--- src/rtl/software_timer_table_unit_assert.svh ---
// Assertion macros shared by the timer table modules.
// Each macro expects signals named clk and rst in the module that uses it.
`ifndef SOFTWARE_TIMER_TABLE_UNIT_ASSERT_SVH
`define SOFTWARE_TIMER_TABLE_UNIT_ASSERT_SVH

// Same-cycle implication.
`define STT_ASSERT_IMP(label, ante, cons) \
  label: assert property (@(posedge clk) disable iff (rst) (ante) |-> (cons)) \
    else $error("timer table: same-cycle check failed");

// Next-cycle implication.
`define STT_ASSERT_NXT(label, ante, cons) \
  label: assert property (@(posedge clk) disable iff (rst) (ante) |=> (cons)) \
    else $error("timer table: next-cycle check failed");

`endif

--- src/rtl/stt_pkg.sv ---
`default_nettype none

package stt_pkg;

  // Operation codes of an input item.
  localparam logic [1:0] OP_START = 2'd0;
  localparam logic [1:0] OP_SET   = 2'd1;
  localparam logic [1:0] OP_STOP  = 2'd2;
  localparam logic [1:0] OP_SCAN  = 2'd3;

  // Configuration register indexes.
  localparam int CFG_INDEX_W = 1;
  localparam logic [CFG_INDEX_W-1:0] CFG_MIN_DELAY   = 1'b0;
  localparam logic [CFG_INDEX_W-1:0] CFG_FIRE_MARGIN = 1'b1;

  localparam logic [31:0] RESET_MIN_DELAY   = 32'd1000000;
  localparam logic [31:0] RESET_FIRE_MARGIN = RESET_MIN_DELAY / 32'd2;

  // Kind of result loaded into the output register.
  typedef enum logic [1:0] {
    EMIT_NONE = 2'd0,
    EMIT_ARM  = 2'd1,
    EMIT_FIRE = 2'd2,
    EMIT_BEST = 2'd3
  } emit_t;

  typedef struct packed {
    logic  latch_in;
    logic  do_stop;
    logic  arm_write;
    logic  rd_scan;
    logic  scan_clear;
    logic  scan_step;
    logic  buf_drop;
    logic  arm_take;
    logic  best_take;
    logic  clear_present;
    emit_t emit;
    logic  emit_last;
  } cmd_t;

  typedef struct packed {
    logic [1:0] op;
    logic       slot_ok;
    logic       due;
    logic       scan_last;
    logic       buf_full;
    logic       found;
    logic       hit;
    logic       out_free;
  } status_t;

endpackage

`default_nettype wire

--- src/rtl/software_timer_table_unit.sv ---
// One-shot timer table with next-expiry compare management.
// Input channel: in_valid / in_stall carry operation, slot, time_value and
// current_time; a transfer happens on a clock edge with in_valid high and
// in_stall low. Output channel: out_valid / out_stall carry fired, fired_slot,
// program_compare, compare_value and last; last marks the final result of an
// input item. Configuration writes use cfg_valid / cfg_ready (always ready),
// with cfg_index 0 for min_delay and 1 for fire_margin; write them only while
// the block is idle.
// Sequencing: one item is handled at a time by a small sequencer. The scan
// reads one expiry word per cycle from a table with a single read port, unless
// it pauses for a busy output register. A scan that ends with a buffered fired
// slot and a remaining timer emits the fired slot before the new compare value.
// The output register decouples the two sides: a new item is taken while a
// result waits. When out_stall holds a result and another is due, the
// sequencer pauses in place until the register frees up.
// Reset (rst, synchronous) clears all pending and attached flags, the expiry
// table (through per-slot valid bits), the next-timer pointer and restores
// min_delay to 1000000 and fire_margin to 500000.
`default_nettype none

module software_timer_table_unit #(
  parameter int SLOTS = 16
) (
  input  logic                             clk,
  input  logic                             rst,
  input  logic                             in_valid,
  output logic                             in_stall,
  input  logic [1:0]                       operation,
  input  logic [3:0]                       slot,
  input  logic [63:0]                      time_value,
  input  logic [63:0]                      current_time,
  output logic                             out_valid,
  input  logic                             out_stall,
  output logic                             fired,
  output logic [3:0]                       fired_slot,
  output logic                             program_compare,
  output logic [63:0]                      compare_value,
  output logic                             last,
  input  logic                             cfg_valid,
  output logic                             cfg_ready,
  input  logic [stt_pkg::CFG_INDEX_W-1:0]  cfg_index,
  input  logic [31:0]                      cfg_data
);

  stt_pkg::cmd_t    cmd;
  stt_pkg::status_t sts;

  // Register writes are always taken.
  assign cfg_ready = 1'b1;

  // Sequencer: decides what the datapath does in each cycle.
  stt_ctrl u_ctrl (
    .clk      (clk),
    .rst      (rst),
    .in_valid (in_valid),
    .in_stall (in_stall),
    .sts      (sts),
    .cmd      (cmd)
  );

  // Datapath: expiry table, flags, scan registers and output register.
  stt_datapath #(
    .SLOTS (SLOTS)
  ) u_datapath (
    .clk             (clk),
    .rst             (rst),
    .cfg_we          (cfg_valid),
    .cfg_index       (cfg_index),
    .cfg_data        (cfg_data),
    .operation       (operation),
    .slot            (slot),
    .time_value      (time_value),
    .current_time    (current_time),
    .cmd             (cmd),
    .sts             (sts),
    .out_stall       (out_stall),
    .out_valid       (out_valid),
    .fired           (fired),
    .fired_slot      (fired_slot),
    .program_compare (program_compare),
    .compare_value   (compare_value),
    .last            (last)
  );

endmodule

`default_nettype wire

--- src/rtl/stt_ctrl.sv ---
`default_nettype none
`include "software_timer_table_unit_assert.svh"

module stt_ctrl (
  input  logic              clk,
  input  logic              rst,
  input  logic              in_valid,
  output logic              in_stall,
  input  stt_pkg::status_t  sts,
  output stt_pkg::cmd_t     cmd
);

  typedef enum logic [8:0] {
    S_IDLE       = 9'b000000001,
    S_PREP       = 9'b000000010,
    S_CALC       = 9'b000000100,
    S_WRITE      = 9'b000001000,
    S_RDPTR      = 9'b000010000,
    S_CHK        = 9'b000100000,
    S_SCAN_START = 9'b001000000,
    S_SCAN       = 9'b010000000,
    S_SCAN_END   = 9'b100000000
  } state_t;

  state_t state;
  state_t state_next;

  always_ff @(posedge clk) begin
    if (rst) begin
      state <= S_IDLE;
    end else begin
      state <= state_next;
    end
  end

  assign in_stall = (state != S_IDLE);

  always_comb begin
    state_next = state;
    cmd        = '0;
    cmd.emit   = stt_pkg::EMIT_NONE;
    unique case (state)
      S_IDLE: begin
        if (in_valid) begin
          cmd.latch_in = 1'b1;
          state_next   = S_PREP;
        end
      end
      S_PREP: begin
        unique case (sts.op) inside
          stt_pkg::OP_SCAN: begin
            cmd.scan_clear = 1'b1;
            state_next     = S_SCAN_START;
          end
          stt_pkg::OP_STOP: begin
            cmd.do_stop = sts.slot_ok;
            state_next  = S_IDLE;
          end
          stt_pkg::OP_START, stt_pkg::OP_SET: begin
            state_next = sts.slot_ok ? S_CALC : S_IDLE;
          end
        endcase
      end
      S_CALC: begin
        state_next = S_WRITE;
      end
      S_WRITE: begin
        cmd.arm_write = 1'b1;
        state_next    = S_RDPTR;
      end
      S_RDPTR: begin
        state_next = S_CHK;
      end
      S_CHK: begin
        // The pointer read is repeated while the output register is busy.
        if (!sts.hit) begin
          state_next = S_IDLE;
        end else if (sts.out_free) begin
          cmd.emit      = stt_pkg::EMIT_ARM;
          cmd.arm_take  = 1'b1;
          state_next    = S_IDLE;
        end
      end
      S_SCAN_START: begin
        cmd.rd_scan = 1'b1;
        state_next  = S_SCAN;
      end
      S_SCAN: begin
        cmd.rd_scan = 1'b1;
        // A due slot replaces the buffered one, which must leave first.
        if (!(sts.due && sts.buf_full && !sts.out_free)) begin
          cmd.scan_step = 1'b1;
          if (sts.due && sts.buf_full) begin
            cmd.emit      = stt_pkg::EMIT_FIRE;
            cmd.emit_last = 1'b0;
          end
          if (sts.scan_last) begin
            state_next = S_SCAN_END;
          end
        end
      end
      S_SCAN_END: begin
        if (sts.found) begin
          if (sts.out_free) begin
            if (sts.buf_full) begin
              cmd.emit      = stt_pkg::EMIT_FIRE;
              cmd.emit_last = 1'b0;
              cmd.buf_drop  = 1'b1;
            end else begin
              cmd.emit      = stt_pkg::EMIT_BEST;
              cmd.best_take = 1'b1;
              state_next    = S_IDLE;
            end
          end
        end else if (!sts.buf_full) begin
          cmd.clear_present = 1'b1;
          state_next        = S_IDLE;
        end else if (sts.out_free) begin
          cmd.emit          = stt_pkg::EMIT_FIRE;
          cmd.emit_last     = 1'b1;
          cmd.buf_drop      = 1'b1;
          cmd.clear_present = 1'b1;
          state_next        = S_IDLE;
        end
      end
      default: begin
        state_next = S_IDLE;
      end
    endcase
  end

  `STT_ASSERT_IMP(a_emit_when_free, cmd.emit != stt_pkg::EMIT_NONE, sts.out_free)
  `STT_ASSERT_NXT(a_busy_after_accept, in_valid && !in_stall, in_stall)

endmodule

`default_nettype wire

--- src/rtl/stt_datapath.sv ---
`default_nettype none
`include "software_timer_table_unit_assert.svh"

module stt_datapath #(
  parameter int SLOTS = 16
) (
  input  logic                              clk,
  input  logic                              rst,
  input  logic                              cfg_we,
  input  logic [stt_pkg::CFG_INDEX_W-1:0]   cfg_index,
  input  logic [31:0]                       cfg_data,
  input  logic [1:0]                        operation,
  input  logic [3:0]                        slot,
  input  logic [63:0]                       time_value,
  input  logic [63:0]                       current_time,
  input  stt_pkg::cmd_t                     cmd,
  output stt_pkg::status_t                  sts,
  input  logic                              out_stall,
  output logic                              out_valid,
  output logic                              fired,
  output logic [3:0]                        fired_slot,
  output logic                              program_compare,
  output logic [63:0]                       compare_value,
  output logic                              last
);

  localparam int IDX_W = (SLOTS > 1) ? $clog2(SLOTS) : 1;

  function automatic logic [63:0] sat_add(input logic [63:0] a, input logic [63:0] b);
    logic [64:0] s;
    s = {1'b0, a} + {1'b0, b};
    return s[64] ? {64{1'b1}} : s[63:0];
  endfunction

  logic [31:0]      min_delay;
  logic [31:0]      fire_margin;
  logic [1:0]       op_r;
  logic [3:0]       slot_r;
  logic [63:0]      tv_r;
  logic [63:0]      now_r;
  logic [63:0]      delay_sel;
  logic [63:0]      now_min;
  logic [63:0]      limit;
  logic [63:0]      expiry_new;
  logic [63:0]      expiry_margin;
  logic [63:0]      mem [SLOTS];
  logic [SLOTS-1:0] vld;
  logic [SLOTS-1:0] pending;
  logic [SLOTS-1:0] attached;
  logic [63:0]      rd_data;
  logic             rd_vld;
  logic [IDX_W-1:0] rd_addr;
  logic [63:0]      cur;
  logic [IDX_W-1:0] slot_idx;
  logic             slot_ok;
  logic [IDX_W-1:0] next_slot;
  logic             next_present;
  logic [IDX_W-1:0] cnt;
  logic             scan_last;
  logic             due;
  logic             best_upd;
  logic             found;
  logic [IDX_W-1:0] best_slot;
  logic [63:0]      best_exp;
  logic             buf_full;
  logic [IDX_W-1:0] buf_slot;
  logic             out_free;

  always_ff @(posedge clk) begin
    if (rst) begin
      min_delay   <= stt_pkg::RESET_MIN_DELAY;
      fire_margin <= stt_pkg::RESET_FIRE_MARGIN;
    end else if (cfg_we) begin
      unique case (cfg_index)
        stt_pkg::CFG_MIN_DELAY:   min_delay   <= cfg_data;
        stt_pkg::CFG_FIRE_MARGIN: fire_margin <= cfg_data;
        default: ;
      endcase
    end
  end

  always_ff @(posedge clk) begin
    if (cmd.latch_in) begin
      op_r   <= operation;
      slot_r <= slot;
      tv_r   <= time_value;
      now_r  <= current_time;
    end
  end

  // Registered expiry arithmetic: delay_sel, now_min and limit, then expiry_new, then expiry_margin.
  always_ff @(posedge clk) begin
    delay_sel     <= (tv_r < {32'd0, min_delay}) ? {32'd0, min_delay} : tv_r;
    now_min       <= sat_add(now_r, {32'd0, min_delay});
    limit         <= sat_add(now_r, {32'd0, fire_margin});
    expiry_new    <= (op_r == stt_pkg::OP_START) ? sat_add(now_r, delay_sel)
                                                 : ((tv_r < now_min) ? now_min : tv_r);
    expiry_margin <= sat_add(expiry_new, {32'd0, fire_margin});
  end

  assign slot_idx  = IDX_W'(slot_r);
  assign slot_ok   = (32'(slot_r) < 32'(SLOTS));
  assign scan_last = (cnt == IDX_W'(SLOTS - 1));

  always_comb begin
    if (!cmd.rd_scan) begin
      rd_addr = next_slot;
    end else if (cmd.scan_step && !scan_last) begin
      rd_addr = cnt + IDX_W'(1);
    end else begin
      rd_addr = cnt;
    end
  end

  always_ff @(posedge clk) begin
    if (cmd.arm_write) begin
      mem[slot_idx] <= expiry_new;
    end
    rd_data <= mem[rd_addr];
  end

  assign cur      = rd_vld ? rd_data : 64'd0;
  assign due      = pending[cnt] && (cur <= limit);
  assign best_upd = pending[cnt] && !due && (!found || (best_exp > cur));
  assign out_free = !out_valid || !out_stall;

  always_ff @(posedge clk) begin
    if (rst) begin
      vld      <= '0;
      pending  <= '0;
      attached <= '0;
      rd_vld   <= 1'b0;
    end else begin
      rd_vld <= vld[rd_addr];
      if (cmd.arm_write) begin
        vld[slot_idx]      <= 1'b1;
        pending[slot_idx]  <= 1'b1;
        attached[slot_idx] <= 1'b1;
      end
      if (cmd.do_stop && attached[slot_idx]) begin
        vld[slot_idx]      <= 1'b0;
        pending[slot_idx]  <= 1'b0;
        attached[slot_idx] <= 1'b0;
      end
      if (cmd.scan_step && due) begin
        pending[cnt] <= 1'b0;
      end
    end
  end

  always_ff @(posedge clk) begin
    if (rst) begin
      next_slot    <= '0;
      next_present <= 1'b0;
    end else begin
      if (cmd.arm_take) begin
        next_slot    <= slot_idx;
        next_present <= 1'b1;
      end
      if (cmd.best_take) begin
        next_slot    <= best_slot;
        next_present <= 1'b1;
      end
      if (cmd.clear_present) begin
        next_present <= 1'b0;
      end
    end
  end

  always_ff @(posedge clk) begin
    if (rst) begin
      cnt      <= '0;
      found    <= 1'b0;
      buf_full <= 1'b0;
    end else if (cmd.scan_clear) begin
      cnt      <= '0;
      found    <= 1'b0;
      buf_full <= 1'b0;
    end else begin
      if (cmd.buf_drop) begin
        buf_full <= 1'b0;
      end
      if (cmd.scan_step) begin
        if (!scan_last) begin
          cnt <= cnt + IDX_W'(1);
        end
        if (due) begin
          buf_full <= 1'b1;
        end
        if (best_upd) begin
          found <= 1'b1;
        end
      end
    end
  end

  always_ff @(posedge clk) begin
    if (cmd.scan_step && due) begin
      buf_slot <= cnt;
    end
    if (cmd.scan_step && best_upd) begin
      best_slot <= cnt;
      best_exp  <= cur;
    end
  end

  always_ff @(posedge clk) begin
    if (rst) begin
      out_valid <= 1'b0;
    end else if (cmd.emit != stt_pkg::EMIT_NONE) begin
      out_valid <= 1'b1;
    end else if (!out_stall) begin
      out_valid <= 1'b0;
    end
  end

  always_ff @(posedge clk) begin
    case (cmd.emit)
      stt_pkg::EMIT_ARM: begin
        fired           <= 1'b0;
        fired_slot      <= 4'd0;
        program_compare <= 1'b1;
        compare_value   <= expiry_new;
        last            <= 1'b1;
      end
      stt_pkg::EMIT_FIRE: begin
        fired           <= 1'b1;
        fired_slot      <= 4'(buf_slot);
        program_compare <= 1'b0;
        compare_value   <= 64'd0;
        last            <= cmd.emit_last;
      end
      stt_pkg::EMIT_BEST: begin
        fired           <= 1'b0;
        fired_slot      <= 4'd0;
        program_compare <= 1'b1;
        compare_value   <= best_exp;
        last            <= 1'b1;
      end
      default: ;
    endcase
  end

  always_comb begin
    sts.op        = op_r;
    sts.slot_ok   = slot_ok;
    sts.due       = due;
    sts.scan_last = scan_last;
    sts.buf_full  = buf_full;
    sts.found     = found;
    sts.hit       = !next_present || (cur > expiry_margin);
    sts.out_free  = out_free;
  end

  `STT_ASSERT_IMP(a_pending_attached, 1'b1, (pending & ~attached) == '0)
  `STT_ASSERT_IMP(a_best_after_fires, cmd.emit == stt_pkg::EMIT_BEST, !buf_full)

endmodule

`default_nettype wire
--- config.mk ---
export PLATFORM = sky130hd
export DESIGN_NAME = software_timer_table_unit
export DESIGN_NICKNAME = d
export VERILOG_FILES = /design/src/rtl/stt_pkg.sv /design/src/rtl/software_timer_table_unit.sv /design/src/rtl/stt_ctrl.sv /design/src/rtl/stt_datapath.sv
export VERILOG_INCLUDE_DIRS = /design/src /design/src/rtl
export SDC_FILE = /design/constraint.sdc
export NUM_CORES = 2
export LEC_CHECK = 0
export BUFFER_PORTS_ARGS = -buffer_cell sky130_fd_sc_hd__buf_2
export CORE_ASPECT_RATIO = 2
export CORE_UTILIZATION = 30
export CTS_CLUSTER_DIAMETER = 200
export DETAILED_ROUTE_END_ITERATION = 10
export PLACE_DENSITY = 0.56
export SYNTH_ARGS = -nofsm -noshare
export SYNTH_HDL_FRONTEND = slang
export SYNTH_SLANG_ARGS = --single-unit
--- constraint.sdc ---
create_clock -name clk -period 14.42 [get_ports clk]
set_input_delay 0.721 -clock clk [delete_from_list [all_inputs] [get_ports clk]]
set_output_delay 0.721 -clock clk [all_outputs]
set_load 0.005 [all_outputs]
# Word-level counts from Yosys, hierarchy flattened
# Memory sizes are Yosys's and may differ from the RTL's. A register that Yosys moved wholly into a read port is not among the register bits.
# Index checks and enable logic that the tools add are counted.
totals:
  input_bits: 172
  ram_bits: 1024
  mem_count: 1
  reg_bits: 731
  latchBits: 0
  rom_bits: 0
classes:
  add_sub_neg: 5
  n_mux: 90
  bitwise_logic: 11
  div_mod_pow: 0
  reduce_logical: 36
  shift: 0
  n_eq_ne: 23
  mul: 0
  n_lt_le_gt_ge: 10
memory_table:
  columns: ["memory", "words", "word_bits", "read_ports", "rd_clocked_by_memory_dff", "wr", "line", "source"]
  rows:
  - ["u_datapath.mem", 16, 64, 1, 1, 1, "stt_datapath.sv:46", "logic [63:0] mem [SLOTS];"]
ops:
  columns: ["op", "n"]
  rows:
  - ["2-to-1 mux 64 bit", 4]
  - ["adder 64 x 32 -> 65 bit", 3]
  - ["case mux 64 bit (3 select lines)", 1]
  - ["2-to-1 mux 16 bit", 11]
  - ["greater-than comparator 64 bit", 2]
  - ["2-to-1 mux 9 bit", 9]
  - ["case mux 9 bit (9 select lines)", 1]
  - ["adder 64 x 64 -> 65 bit", 1]
  - ["bitwise AND 16 bit", 4]
  - ["less-or-equal comparator 64 bit", 1]
  - ["less-than comparator 64 x 32 -> 1 bit", 1]
  - ["less-than comparator 64 bit", 1]
  - ["OR 16 bit", 3]
  - ["2-to-1 mux 1 bit", 39]
  - ["2-to-1 mux 32 bit", 1]
  - ["inverter 16 bit", 2]
  - ["case mux 9 bit (3 select lines)", 1]
  - ["2-to-1 mux 4 bit", 5]
  - ["less-than comparator 4 x 5 -> 1 bit (second input constant)", 3]
  - ["2-to-1 mux 3 bit", 5]
  - ["binary-select mux 1 bit (select 4 bit)", 3]
  - ["logical AND 1 bit", 11]
  - ["OR reduction 2 bit", 5]
  - ["== test 9 x 1 -> 1 bit (second input constant)", 1]
  - ["other kinds (30)", 57]

# Depth between registers and ports, before layout
depth:
  ltp_word: 12
  depth_mapped: 21
  mapped_depth_nobuf: 15

# Hierarchy
# Synthesis repeated with hierarchy kept, for this count alone.
hier_totals:
  hier_cells: 6169
  hier_area_um2: 81650.8
modules_own_cells:
  columns: ["mod", "cells_per_inst", "instances", "area_per_inst_um2"]
  rows:
  - ["stt_datapath", 6067, 1, 80881.3]
  - ["stt_ctrl", 100, 1, 758.2]
  - ["software_timer_table_unit", 2, 1, 11.3]

# Worst setup path before layout
# OpenSTA, ideal clock, no wires.
synth_path:
  path_type: "reg-to-reg"
  startpoint: "reg u_datapath.rd_vld"
  endpoint: "reg u_datapath.best_exp[0] (enable)"
  path_stages_with_launch: 13
  required_ps: 13804
  arrival_time_ps: 7631
  slack_ps: 6173
  n_path_buf: 2
  cell_sequence: "dfxtp_1 > buf_2 > buf_1 > nand2_1 > inv_1 > ha_1 > nand4_1 > or4_4 > o311ai_2 > a311oi_1 > a21boi_0 > nand2_1 > a311oi_1"
synth_between:
  elab_chain_cells: 8
synth_lines:
  columns: ["element", "line", "source"]
  rows:
  - ["from (decl)", "stt_datapath.sv:51", "logic rd_vld;"]
  - ["from (signal assigned)", "stt_datapath.sv:134", "rd_vld <= vld[rd_addr];"]
  - ["2-to-1 mux 64 bit *", "stt_datapath.sv:122", "assign cur = rd_vld ? rd_data : 64'd0;"]
  - ["net u_datapath.cur[23]", "stt_datapath.sv:53", "logic [63:0] cur;"]
  - ["less-or-equal comparator 64 bit", "stt_datapath.sv:123", "assign due = pending[cnt] && (cur <= limit);"]
  - ["logical AND 1 bit", "stt_datapath.sv:123", null]
  - ["logical AND 1 bit (2 in a row)", "stt_ctrl.sv:91", "if (!(sts.due && sts.buf_full && !sts.out_free)) begin"]
  - ["2-to-1 mux 1 bit", "stt_ctrl.sv:91", null]
  - ["2-to-1 mux 1 bit", "stt_ctrl.sv:42", "unique case (state)"]
  - ["logical AND 1 bit *", "stt_datapath.sv:201", "if (cmd.scan_step && best_upd) begin"]
  - ["to (signal assigned)", "stt_datapath.sv:203", "best_exp <= cur;"]
  - ["to (decl)", "stt_datapath.sv:64", "logic [63:0] best_exp;"]
# Mark *: on every way through the listed nets, which the timed path passes. The rest lies on a longest branch.
# A chain may end at the register's enable or synchronous reset.

# Worst setup path in the final report
layout_path:
  startpoint: "reg u_datapath.rd_vld"
  endpoint: "reg u_datapath.rd_data[60] (read register of u_datapath.mem)"
layout_between:
  elab_chain_cells: 10
layout_lines:
  columns: ["element", "line", "source"]
  rows:
  - ["2-to-1 mux 64 bit", "stt_datapath.sv:122", null]
  - ["net u_datapath.cur[63]", "stt_datapath.sv:53", null]
  - ["less-or-equal comparator 64 bit", "stt_datapath.sv:123", null]
  - ["logical AND 1 bit", "stt_datapath.sv:123", null]
  - ["logical AND 1 bit (2 in a row)", "stt_ctrl.sv:91", null]
  - ["2-to-1 mux 1 bit", "stt_ctrl.sv:91", null]
  - ["2-to-1 mux 1 bit", "stt_ctrl.sv:42", null]
  - ["logical AND 1 bit", "stt_datapath.sv:108", "end else if (cmd.scan_step && !scan_last) begin"]
  - ["2-to-1 mux 4 bit", "stt_datapath.sv:108", null]
  - ["2-to-1 mux 4 bit", "stt_datapath.sv:106", "if (!cmd.rd_scan) begin"]
  - ["to (decl)", "stt_datapath.sv:50", "logic [63:0] rd_data;"]
# The timed path passes the listed nets, and every way through them passes these cells.

==> results.yml <==
grt:
  overflow: 0
  grt_pass1_vias: 54100
  grt_max_degree: 146
  grt_pass1_wl_um: 356000
  antenna_found_initial: 17
  track_usage_pct: 17.1
synthesis:
  synthesis.instances: 6453
  synth_top_area_cell: "edfxtp_1"
  synth.area.top_cells: "edfxtp_1 47%, dfxtp_1 12%, mux2i_1 7.9%, ha_1 6.7%, a21oi_1 2.6%"
  syn_area_um2: 83100
  ys_seq_area_share_pct: 59.5
  async_flop_share_pct: 0
  synth_seq_cells: 1819
  avgSynthCellArea_um2: 12.9
  synth_top_area_share_pct: 47.0
  yosysWarnings: 0
  syn_nets: 7076
  synth_edf_count: 1301
  synthDistinctLibCells: 98
  synth_ff_type: "edfxtp_1"
placed_design:
  gp_congestion: 0.908
  dp_hpwl_um: 166000
  numPlacedInstances: 10100
  io_buffers: 244
layout:
  final_cell_mix: "1301 x edfxtp_1, 656 x mux2i_1, 517 x dfxtp_1"
  layout_commonest_cell: "edfxtp_1"
  syn_to_final_growth_pct: 12.4
  instances_no_fill: 10300
  final_util_pct: 33.8
  nets: 7265
  drive_gt1_share_pct: 12.7
  fillers: 26900
detailed_routing:
  drt_iter0_drc: 3129
  drt_first_pass_iters: 5
  antenna_left: 0
  wl_um: 246000
  vias: 52600
  vias_per_cell: 5.08
  routedWlPerCell_um: 23.8
  drc: 0
worst_setup_path:
  cp_common_cell: "mux2i_1"
  rr_worst_depth: 18
  critPathArrivalTime_ns: 8.52
  crit_path_start: "u_datapath.rd_vld"
  startpoint_type: "register"
  worst_setup_path_end_kind: "register"
  critPathMaxStageDelay_ns: 1.01
  rrSetupSlack_ns: 6.54
  worstPathCellList: "buf_4 -> nand2_1 -> inv_1 -> ha_1 -> nand4_2 -> nor4_1 -> nand4_1 -> or4_1 -> nor2_1 -> nor2_1 -> a31oi_1 -> o31a_2 -> buf_12 -> buf_12 -> mux2i_1 -> mux2i_1 -> mux2i_1 -> o221ai_2"
  regToRegEndpoint: "u_datapath.rd_data[60]"
  cp_slowest_cell: "nor4_1"
  criticalPathCategory: "reg -> reg"
  critPathBufInv: 4
  critPathMaxFanout: 137
  timing.rr.start: "u_datapath.rd_vld"
  critPathTopFamily: "simple AND/OR/NAND/NOR gates"
  critPathRequiredTime_ns: 15.06
clock_network:
  clock_latency_ns: 0.83
  post_cts_buffers: 0
  cts_max_path_buffers: 4
  hold_buffers: 0
  htreeDepth: 4
  cts_root_buf: "clkbuf_16"
  cts.sinks: 1819
  cts_made_buffers: 158
  cts_tree: "yes"
  clk_pin_slew_ns: 0.07
  ctsResizeCount: 0
min_path:
  hold_start: "current_time[41]"
  hold_class: "in -> reg"
  worstHoldEndpoint: "u_datapath.now_r[41]"
  min_delay_path_depth: 1
timing:
  fin_crit_ns: 7.88
  rsz0062_at_grt: "no"
  fin_skew_ns: 0.0663
  fmax_ghz: 0.127
  max-slew-margin-rel_pct: 16.6
  drv_slew: 0
  hold_violations: 0
  tns_ns: 0
  tightest_slew_ns: 1.24
  setup_viol: 0
  fin_crit_sh_pct: 54.6
power:
  power.net_switching_w: 0.00310
  power-per-cell-area_nw_per_um2: 129
  combPwrFrac_pct: 10.1
  switching_share_pct: 25.7
  clkPwrFrac_pct: 36.9
  totalPowerFinal_w: 0.0121
  vdd_drop_max_v: 0.000103
  p_leak_nw: 35.2
  internal-power_w: 0.00899
  power_frac_seq_pct: 53.0
run_status:
  status: "completed"
die:
  core_um2: 276000
  initial_core_util_pct: 30.1
  die-height_um: 746
  die_w_um: 374
  die-area_um2: 279000
  rows: 273
  io_pins: 246
run:
  drv_cap: 0
[flip-flops by register name (all words and copies together) (netlist names), 9 cells and up]
signal                    flops
u_datapath.min_delay         32
u_ctrl.state                  9
u_datapath.limit             64
u_datapath.expiry_new        64
u_datapath.vld               16
u_datapath.tv_r              64
u_datapath.now_min           64
u_datapath.fire_margin       32
u_datapath.best_exp          64
u_datapath.expiry_margin     64
u_datapath.delay_sel         64
u_datapath.compare_value     64
u_datapath.now_r             64
u_datapath.rd_data           64
u_datapath.mem             1024
u_datapath.attached          16
u_datapath.pending           16
[synthesized netlist by cell type, types with 50 or more instances]
cell and count:
ha_1 447, nand3_1 88, o21a_1 65, nor2_1 206
a31oi_1 52, nor3_1 60, mux2_1 57, nor2b_1 50
inv_1 341, mux2_2 116, o221ai_2 51, o21ai_0 175
edfxtp_1 1301, a22o_1 66, nand4_1 77, buf_2 61
and3_1 63, xnor2_1 79, xor2_1 81, mux2i_1 656
dfxtp_1 518, a21oi_1 435, nand2_1 518, a21o_1 168
clkbuf_1 144
[cell families (layout without fill, tap and decap cells)]
logic type               count (synthesis)  in the layout  share of synthesized area, %
flip-flops                            1819           1819                          59.5
AO/OA/AOI/OAI                         1299           1299                          10.9
AND/OR/NAND/NOR                       1247           1247                          7.15
multiplexers                           837            837                          10.5
buffers and inverters                  638            945                          3.53
adder cells (fa/ha/maj)                452            452                          6.84
XOR/XNOR                               160            160                          1.69
other                                    1              8                       0.00451
[power by group through the flow]
stage / combinational [W] / sequential (W) / clock (W)
finish: 0.00122 / 0.00640 / 0.00447
global route: 0.00136 / 0.00644 / 0.00472
CTS: 0.00122 / 0.00640 / 0.00456
detailed placement: 0.00122 / 0.00652 / 0
floorplan: 0.000878 / 0.00631 / 0
global placement: 0.00120 / 0.00650 / 0
[area by class of cell]
| type | instances | area (um^2) | area share (%) |
|---|---|---|---|
| Multi-Input combinational cell | 3996 | 31000 | 33.2 |
| Sequential cell | 1819 | 49400 | 52.9 |
| Tap cell | 3575 | 4470 | 4.79 |
| Inverter | 343 | 1290 | 1.38 |
| Clock buffer | 200 | 4350 | 4.66 |
| Timing Repair Buffer | 324 | 1880 | 2.02 |
| Clock inverter | 78 | 911 | 0.975 |
| Antenna cell | 7 | 17.5 | 0.0188 |
[per-stage QoR]
stage	hold slack [ns]	setup WS (ns)	instance area (um^2)
floorplan	0.432	6.17	83100
global placement	0.434	6.88	88100
detailed placement	0.430	6.70	88100
CTS	0.0247	6.69	93400
global route	0.0550	6.34	93400
finish	0.0864	6.54	93400
[worst max-delay path by stage]
stage	to	slack, ns	cells past startpoint
final	u_datapath.rd_data[60]	6.54	18
after global routing	u_datapath.rd_data[43]	6.34	18
after CTS	u_datapath.rd_data[43]	6.69	18
after detailed placement	u_datapath.rd_data[56]	6.70	18
after global placement	u_datapath.rd_data[50]	6.88	18
after floorplan	u_datapath.best_exp[0]	6.17	12
[worst register-to-register path, delay by kind of cell (launching register included)]
kind	cells	cell delay [ns]
flip-flops	1	0.65
multiplexers	3	0.96
AO/OA/AOI/OAI	3	1.03
buffers and inverters	4	2.35
adder cells (fa/ha/maj)	1	0.20
AND/OR/NAND/NOR	7	2.52
[metal layers]
layer | vias up | GRT usage [%] | part of all wire (%)
met2 | 1348 | 31.8 | 52
met1 | 26400 | 19.0 | 39
met5 | - | 0 | 0.0045
li1 | 24400 | - | -
met3 | 455 | 1.76 | 3.7
met4 | 2 | 8.99 | 5.6
(Power assumes the default switching activity.)
